==> src/rtl/core/vpy_pkg.sv <==
// Shared constants, types and the arctangent table for the pitch/yaw block.
`default_nettype none
package vpy_pkg;

  localparam int COORD_WIDTH     = 24;
  localparam int CORDIC_STAGES   = 16;
  localparam int ANGLE_FRAC_BITS = 8;
  localparam int INT_FRAC        = 16;
  localparam int DIFF_W          = COORD_WIDTH + 1;
  localparam int VEC_W           = 64;
  localparam int ANG_W           = 26;
  localparam int PRESHIFT        = 58 - COORD_WIDTH;
  localparam int GAIN_SHIFT      = 26;
  localparam int GAIN_W          = 28;
  localparam int PROD_W          = DIFF_W + 1 + GAIN_W;
  localparam int PITCH_W         = 16;
  localparam int YAW_W           = 17;

  localparam logic signed [GAIN_W-1:0] GAIN_Q26 = 28'sd110512210;
  localparam logic signed [ANG_W-1:0]  DEG90    = 26'sd5898240;

  typedef struct packed {
    logic                    zero;
    logic                    up;
    logic signed [ANG_W-1:0] zy;
    logic signed [VEC_W-1:0] py;
  } side_t;

  // atan(2^-i) in degrees, 16 fraction bits
  function automatic logic signed [ANG_W-1:0] atan_deg(input int idx);
    logic signed [ANG_W-1:0] r;
    unique case (idx)
      0:       r = 26'sd2949120;
      1:       r = 26'sd1740967;
      2:       r = 26'sd919879;
      3:       r = 26'sd466945;
      4:       r = 26'sd234379;
      5:       r = 26'sd117304;
      6:       r = 26'sd58666;
      7:       r = 26'sd29335;
      8:       r = 26'sd14668;
      9:       r = 26'sd7334;
      10:      r = 26'sd3667;
      11:      r = 26'sd1833;
      12:      r = 26'sd917;
      13:      r = 26'sd458;
      14:      r = 26'sd229;
      15:      r = 26'sd115;
      16:      r = 26'sd57;
      17:      r = 26'sd29;
      18:      r = 26'sd14;
      19:      r = 26'sd7;
      20:      r = 26'sd4;
      21:      r = 26'sd2;
      22:      r = 26'sd1;
      default: r = '0;
    endcase
    return r;
  endfunction

endpackage
`default_nettype wire

==> src/rtl/core/vpy_prep.sv <==
// Front end: coordinate differences, dz gain scaling and quadrant pre-rotation.
`default_nettype none
module vpy_prep (
  input  wire logic                                    clk_i,
  input  wire logic                                    rst_ni,
  input  wire logic                                    en_i,
  input  wire logic                                    valid_i,
  input  wire logic signed [vpy_pkg::COORD_WIDTH-1:0]  start_x_i,
  input  wire logic signed [vpy_pkg::COORD_WIDTH-1:0]  start_y_i,
  input  wire logic signed [vpy_pkg::COORD_WIDTH-1:0]  start_z_i,
  input  wire logic signed [vpy_pkg::COORD_WIDTH-1:0]  end_x_i,
  input  wire logic signed [vpy_pkg::COORD_WIDTH-1:0]  end_y_i,
  input  wire logic signed [vpy_pkg::COORD_WIDTH-1:0]  end_z_i,
  output logic                                         valid_o,
  output logic signed [vpy_pkg::VEC_W-1:0]             x_o,
  output logic signed [vpy_pkg::VEC_W-1:0]             y_o,
  output logic signed [vpy_pkg::ANG_W-1:0]             z_o,
  output vpy_pkg::side_t                               side_o
);

  localparam int DW = vpy_pkg::DIFF_W;
  localparam int VW = vpy_pkg::VEC_W;

  logic                 va_q;
  logic signed [DW-1:0] dx_q, dy_q;
  logic signed [DW:0]   ndz_q;
  logic signed [DW-1:0] dx_d, dy_d;
  logic signed [DW:0]   ndz_d;

  logic                    vb_q;
  logic signed [VW-1:0]    x_q, y_q, x_d, y_d;
  logic signed [vpy_pkg::ANG_W-1:0] z_q, z_d;
  vpy_pkg::side_t          side_q, side_d;
  logic signed [VW-1:0]    sx, sy;
  logic signed [vpy_pkg::PROD_W-1:0] prod;

  // Form exact differences; dz is kept negated for the pitch leg
  assign dx_d  = DW'(end_x_i) - DW'(start_x_i);
  assign dy_d  = DW'(end_y_i) - DW'(start_y_i);
  assign ndz_d = (DW + 1)'(start_z_i) - (DW + 1)'(end_z_i);

  // Scale into the vector format and rotate the left half plane by 90 degrees
  assign sx   = VW'(dx_q) <<< vpy_pkg::PRESHIFT;
  assign sy   = VW'(dy_q) <<< vpy_pkg::PRESHIFT;
  assign prod = vpy_pkg::PROD_W'(ndz_q) * vpy_pkg::PROD_W'(vpy_pkg::GAIN_Q26);

  always_comb begin
    x_d = sx;
    y_d = sy;
    z_d = '0;
    if (dx_q < 0) begin
      if (dy_q >= 0) begin
        x_d = sy;
        y_d = -sx;
        z_d = vpy_pkg::DEG90;
      end else begin
        x_d = -sy;
        y_d = sx;
        z_d = -vpy_pkg::DEG90;
      end
    end
    side_d.zero = (dx_q == '0) && (dy_q == '0);
    side_d.up   = (ndz_q >= 0);
    side_d.zy   = '0;
    side_d.py   = VW'(prod) <<< (vpy_pkg::PRESHIFT - vpy_pkg::GAIN_SHIFT);
  end

  // Advance both front stages together
  always_ff @(posedge clk_i or negedge rst_ni) begin
    if (!rst_ni) begin
      va_q <= 1'b0;
      vb_q <= 1'b0;
    end else if (en_i) begin
      va_q <= valid_i;
      vb_q <= va_q;
    end
  end

  always_ff @(posedge clk_i) begin
    if (en_i) begin
      dx_q   <= dx_d;
      dy_q   <= dy_d;
      ndz_q  <= ndz_d;
      x_q    <= x_d;
      y_q    <= y_d;
      z_q    <= z_d;
      side_q <= side_d;
    end
  end

  assign valid_o = vb_q;
  assign x_o     = x_q;
  assign y_o     = y_q;
  assign z_o     = z_q;
  assign side_o  = side_q;

endmodule
`default_nettype wire

==> config.mk <==
export PLATFORM = sky130hd
export DESIGN_NAME = vpy_prep
export DESIGN_NICKNAME = d
export VERILOG_FILES = /design/src/rtl/core/vpy_pkg.sv /design/src/rtl/core/vpy_prep.sv
export SDC_FILE = /design/constraint.sdc
export NUM_CORES = 1
export LEC_CHECK = 0
export ABC_AREA = 0
export BUFFER_PORTS_ARGS = -buffer_cell sky130_fd_sc_hd__buf_2
export CELL_PAD_IN_SITES_DETAIL_PLACEMENT = 2
export CELL_PAD_IN_SITES_GLOBAL_PLACEMENT = 2
export CORE_MARGIN = 2
export CORE_UTILIZATION = 37
export CTS_BUF_LIST = sky130_fd_sc_hd__clkbuf_8 sky130_fd_sc_hd__clkbuf_16
export DETAILED_ROUTE_END_ITERATION = 8
export GPL_TIMING_DRIVEN = 0
export PLACE_DENSITY_LB_ADDON = 0.1
export SLEW_MARGIN = 20
export SYNTH_ARGS = -nofsm -noshare
export SYNTH_HDL_FRONTEND = slang
export SYNTH_SLANG_ARGS = --single-unit
==> constraint.sdc <==
create_clock -name clk_i -period 8 [get_ports clk_i]
set_input_delay 2.4 -clock clk_i [delete_from_list [all_inputs] [get_ports clk_i]]
set_output_delay 2.4 -clock clk_i [all_outputs]
set_load 0.02 [all_outputs]
==> results.yml, run 1 <==
worst_setup_path:
  critical_path.startpoint: "ndz_q[24]$_DFFE_PP_"
  timing.rr.end: "side_o[60]$_DFFE_PP_"
  cp_max_fo: 9
  start_kind: "register"
  worstPathArrival_ns: 7.77
  r2r_start: "ndz_q[24]$_DFFE_PP_"
  critPathCapture: "side_o[60]$_DFFE_PP_"
  crit_required_ns: 8.35
  r2r_cells: 20
  rrSetupSlack_ns: 0.58
  crit_path_end_kind: "register"
  path_class: "reg -> reg"
clock_tree:
  cts_setup_buffers: 0
  h-tree-depth: 4
  ctsHoldBuffers: 0
  cts_resized: 0
  cts.reportedPaths.clkPinSlew_ns: 0.08
  cts_root_buffer: "clkbuf_16"
  clock-sinks: 193
  cts_tree: "built"
  numCtsBuffers: 17
  cts_buffer_depth: 2
  clock_latency_ns: 0.52
sta:
  finalCritPeriodShare: 0.928
  rsz0062_at_grt: "false"
  worst_pin_slew_ns: 0.847
  tns_ns: 0
  fin_worst_skew_ns: 0.0179
  max_freq_mhz: 135
  slew_headroom: 0.430
  hold_viol: 0
  setup_viol: 0
  slew_violations: 0
  period_needed_ns: 7.42
grt:
  use_met1: 0.264
  grt_util_all_layers: 0.232
  grt_overflow_total: 0
  antenna_found_initial: 8
  top_usage_layer: "met2"
  met2_usage: 0.437
  grt_pass1_vias: 19500
  grt_max_degree: 90
  grt_use_met3: 0.0499
  grt_pass1_wl_um: 111000
hold_path:
  min_path_type: "reg -> reg"
logic_synthesis:
  netlist_area_mm2: 0.0225
  synth-edff-count: 191
  syn_inst: 2277
  yosysSeqAreaShare: 0.258
  synthArstFlopShare: 0.0104
  synth.avg_cell_area_um2: 9.87
  synth_cell_types: 63
  ys_seq_elements: 193
  ys_warn_count: 0
  synthFlopType: "edfxtp_1"
route:
  wl_per_cell_um: 20.5
  vias: 17200
  drtPass1Iterations: 4
  wl_um: 71700
  drc: 0
  drtAntennaViolNets: 0
  viasPerCell: 4.92
  drt_iter0_drc: 504
floorplan:
  initial_utilization: 0.373
  dieHeight_um: 250
  ios: 395
  core_area_mm2: 0.0602
  fp.dieW_um: 250
  die_area_mm2: 0.0627
  num_rows: 90
cells_and_area:
  layout_commonest_cell: "inv_1"
  drive_above_1_share: 0.170
  finalNetCount: 3400
  layout_common_cells: "inv_1 (454), ha_1 (370), buf_2 (276)"
  syn2layout_area_growth_pct: 15.4
  fillers: 6591
run:
  timing.max_cap.violations: 0
placement:
  gp_congestion: 0.867
  port_buffers: 274
  dp_hpwl_um: 62200
status:
  status: "finished clean"
worst max-delay path, stage by stage, from the launching register on:
cell and delay [ns]:
edfxtp_1 0.67, ha_1 0.52, xor2_1 0.40, ha_1 0.32, inv_1 0.09, fa_1 0.46
fa_1 0.57, fa_1 0.53, fa_1 0.52, fa_1 0.56, inv_1 0.05, ha_1 0.36
nand2_1 0.11, o21ai_0 0.26, a21oi_1 0.10, o21a_1 0.20, a311o_1 0.39, nor3_2 0.28
o32ai_1 0.22, or4_1 0.57, o2111ai_1 0.10
layout make-up:
type / instances / area [µm²] / area share
Clock inverter: 15 / 159 / 0.00613
Multi-Input combinational cell: 1589 / 14300 / 0.553
Inverter: 454 / 1700 / 0.0657
Buffer: 165 / 1110 / 0.0428
Tap cell: 782 / 978 / 0.0377
Sequential cell: 193 / 5790 / 0.223
Timing Repair Buffer: 276 / 1440 / 0.0554
Antenna cell: 1 / 2.50 / 0.0000965
Clock buffer: 17 / 425 / 0.0164
cell usage after synthesis (15+ instances only):
master	count	share of area
o21bai_1	19	0.0063
o21ai_0	77	0.017
a21oi_1	148	0.033
nor2_1	124	0.021
nand2b_1	20	0.0056
xnor2_1	94	0.037
nor2b_1	20	0.0056
nand3_1	26	0.0058
clkbuf_1	31	0.0052
o21a_1	18	0.0060
nand4_1	15	0.0042
nor3_1	27	0.0060
inv_1	454	0.076
a21o_1	39	0.013
buf_4	130	0.043
xor2_1	49	0.019
fa_1	186	0.17
nand2_1	82	0.014
ha_1	370	0.21
edfxtp_1	191	0.26
per-layer routing:
metal | part of all wire | routed length (µm)
met3 | 0.040 | 2870
met5 | 0.0014 | 99
met4 | 0.019 | 1400
met2 | 0.54 | 38500
met1 | 0.40 | 28900
flip-flops by register name, summed over array words and instances, names as in the netlist, 3 cells and up:
| register | count |
|---|---|
| side_o | 54 |
| x_o | 30 |
| y_o | 29 |
| dx_q | 25 |
| dy_q | 25 |
| ndz_q | 25 |
| z_o | 3 |
per-stage QoR:
stage                     cells  hold WS, ns  setup slack, ns  instance area, µm²  utilization
after floorplan            2401        0.461             1.65               22900            -
after global placement     3457        0.485            0.579               25300        0.420
after detailed placement   3459        0.495            0.528               25300        0.421
after CTS                  3491        0.529            0.505               25900        0.430
after global routing       3491        0.558           0.0867               25900        0.430
final                      3492        0.522            0.577               25900        0.430
how the worst min path moves through the flow:
stage | depth (start not counted) | end | slack, ns | from
detailed placement | 1 | valid_o$_DFFE_PN0P_ | 0.50 | valid_o$_DFFE_PN0P_
floorplan | 0 | z_o[17]$_SDFFCE_PN0P_ | 0.46 | dx_q[24]$_DFFE_PP_
global route | 1 | va_q$_DFFE_PN0P_ | 0.56 | va_q$_DFFE_PN0P_
CTS | 1 | valid_o$_DFFE_PN0P_ | 0.53 | valid_o$_DFFE_PN0P_
global placement | 1 | va_q$_DFFE_PN0P_ | 0.48 | va_q$_DFFE_PN0P_
finish | 1 | valid_o$_DFFE_PN0P_ | 0.52 | valid_o$_DFFE_PN0P_
cells by family (layout without fill, tap and decap cells):
logic type | after synthesis | in the layout | share of synthesized area
buf+inv | 619 | 927 | 0.125
fa+ha+maj | 556 | 556 | 0.372
compound gates | 390 | 390 | 0.107
simple gates | 364 | 364 | 0.0768
flops | 193 | 193 | 0.258
xor+xnor | 143 | 143 | 0.0557
mux | 11 | 11 | 0.00540
other cells | 1 | 126 | 0.000167
Power of run 1 is not shown: default switching activity piles up to over one toggle a cycle in this logic, so the estimate is an artifact.
==> run 2, diff against run 1 <==
- MAX_ROUTING_LAYER: not set -> met4
==> run 2 against run 1 <==
Sequential share of layout area about the same; non-clock buffer count stayed put; critical path depth unchanged; die area stayed put; clock skew increased by 0.0013 ns; global-route usage up 0.22 points; first-iteration DRC count is 4.2% lower; final cell count is 0.17% higher; cell area about the same; via count shrank 0.72%; critical path type unchanged.
==> results.yml, run 2 (synthesized netlist as in run 1, its figures left out) <==
sta:
  period_needed_ns: 7.44
  slew_violations: 0
  hold_viol: 0
  tns_ns: 0
  setup_viol: 0
  worst_pin_slew_ns: 0.848
  slew_headroom: 0.429
  fin_worst_skew_ns: 0.0191
  max_freq_mhz: 134
  rsz0062_at_grt: "false"
  finalCritPeriodShare: 0.930
worst_setup_path:
  start_kind: "register"
  path_class: "reg -> reg"
  crit_path_end_kind: "register"
  worstPathArrival_ns: 7.71
  slowest_stage: "edfxtp_1"
  r2r_cells: 20
  cp_num_cells: 20
  critPathCapture: "side_o[59]$_DFFE_PP_"
  worst-path-buf-inv: 1
  cp_top_family: "adder cells"
  crit_top_cell: "fa_1"
  crit_required_ns: 8.27
  path_cells: "ha_1 > xor2_1 > ha_1 > a21oi_1 > fa_1 > fa_1 > fa_1 > fa_1 > fa_1 > inv_1 > ha_1 > nand4_1 > nor2_1 > a22oi_1 > o211ai_1 > a31oi_1 > o21bai_1 > a21oi_1 > o21ai_0 > xor2_1"
  r2r_start: "ndz_q[24]$_DFFE_PP_"
  critical_path.startpoint: "ndz_q[24]$_DFFE_PP_"
  slowest_delay_ns: 0.67
  timing.rr.end: "side_o[59]$_DFFE_PP_"
  cp_max_fo: 9
  rrSetupSlack_ns: 0.56
cells_and_area:
  fillers: 6642
  layout_common_cells: "inv_1 (454), ha_1 (370), buf_2 (276)"
  fin_area_mm2: 0.0259
  largest_reg_flops: 54
  syn2layout_area_growth_pct: 15.5
  finalNetCount: 3400
  drive_above_1_share: 0.170
  layout_commonest_cell: "inv_1"
clock_tree:
  clock-sinks: 193
  numCtsBuffers: 17
  h-tree-depth: 4
  clock_latency_ns: 0.52
  cts_buffer_depth: 2
  cts.reportedPaths.clkPinSlew_ns: 0.09
  cts_tree: "built"
  ctsHoldBuffers: 0
  cts_setup_buffers: 0
  cts_root_buffer: "clkbuf_16"
  cts_resized: 0
floorplan:
  ios: 395
  fp.dieW_um: 250
  die_area_mm2: 0.0627
  core_area_mm2: 0.0602
  num_rows: 90
  dieHeight_um: 250
  initial_utilization: 0.373
grt:
  grt_pass1_wl_um: 109000
  grt_overflow_total: 0
  grt_pass1_vias: 19200
  grt_util_all_layers: 0.234
  antenna_found_initial: 7
  grt_max_degree: 70
route:
  wl_um: 70600
  drc: 0
  wl_per_cell_um: 20.2
  drtPass1Iterations: 4
  drtAntennaViolNets: 0
  drt_iter0_drc: 483
  vias: 17100
  viasPerCell: 4.88
hold_path:
  min_delay_path_depth: 1
  min_path_type: "reg -> reg"
placement:
  gp_congestion: 0.868
  dp_hpwl_um: 60900
  placed_area_mm2: 0.0253
  port_buffers: 274
run:
  timing.max_cap.violations: 0
status:
  status: "finished clean"
run 2: changes by cell type in the layout (fill, tap and decap cells not counted):
cell      delta
diode_2      +6
clkinv_1     +1
clkinv_2     -1
inv_6        -1
inv_8        +1
run 2: cell type report:
type / count / area [µm²] / share of cell area
multi-input cells: 1589 / 14300 / 0.552
clock inverters: 15 / 160 / 0.00617
clock buffers: 17 / 425 / 0.0164
diodes: 7 / 17.5 / 0.000675
well taps: 782 / 978 / 0.0377
inverters: 454 / 1700 / 0.0657
flip-flops and latches: 193 / 5790 / 0.223
repair buffers: 276 / 1440 / 0.0554
plain buffers: 165 / 1110 / 0.0428
run 2: worst min-delay path by stage:
| stage | startpoint | slack, ns | endpoint |
|---|---|---|---|
| finish | valid_o$_DFFE_PN0P_ | 0.53 | valid_o$_DFFE_PN0P_ |
| global route | valid_o$_DFFE_PN0P_ | 0.56 | valid_o$_DFFE_PN0P_ |
| CTS | valid_o$_DFFE_PN0P_ | 0.53 | valid_o$_DFFE_PN0P_ |
| detailed placement | valid_o$_DFFE_PN0P_ | 0.51 | valid_o$_DFFE_PN0P_ |
| global placement | va_q$_DFFE_PN0P_ | 0.48 | va_q$_DFFE_PN0P_ |
| floorplan | dx_q[24]$_DFFE_PP_ | 0.46 | z_o[17]$_SDFFCE_PN0P_ |
run 2: through the flow:
stage          utilization  hold slack (ns)  setup slack (ns)  cells
6_report             0.431            0.527             0.564   3498
5_1_grt              0.431            0.563             0.193   3498
4_1_cts              0.430            0.533             0.421   3491
3_5_place_dp         0.421            0.514             0.436   3459
3_3_place_gp         0.420            0.484             0.571   3457
2_1_floorplan            -            0.461              1.65   2401
run 2: routing by layer:
metal  GRT usage  up-vias  share of wire
met5           -        -              0
met4      0.0648        0          0.022
met3      0.0474       72          0.042
met2       0.423      273           0.53
met1       0.261     8555           0.41
li1            -     8165              -
Power of run 2 is left out for the same reason.
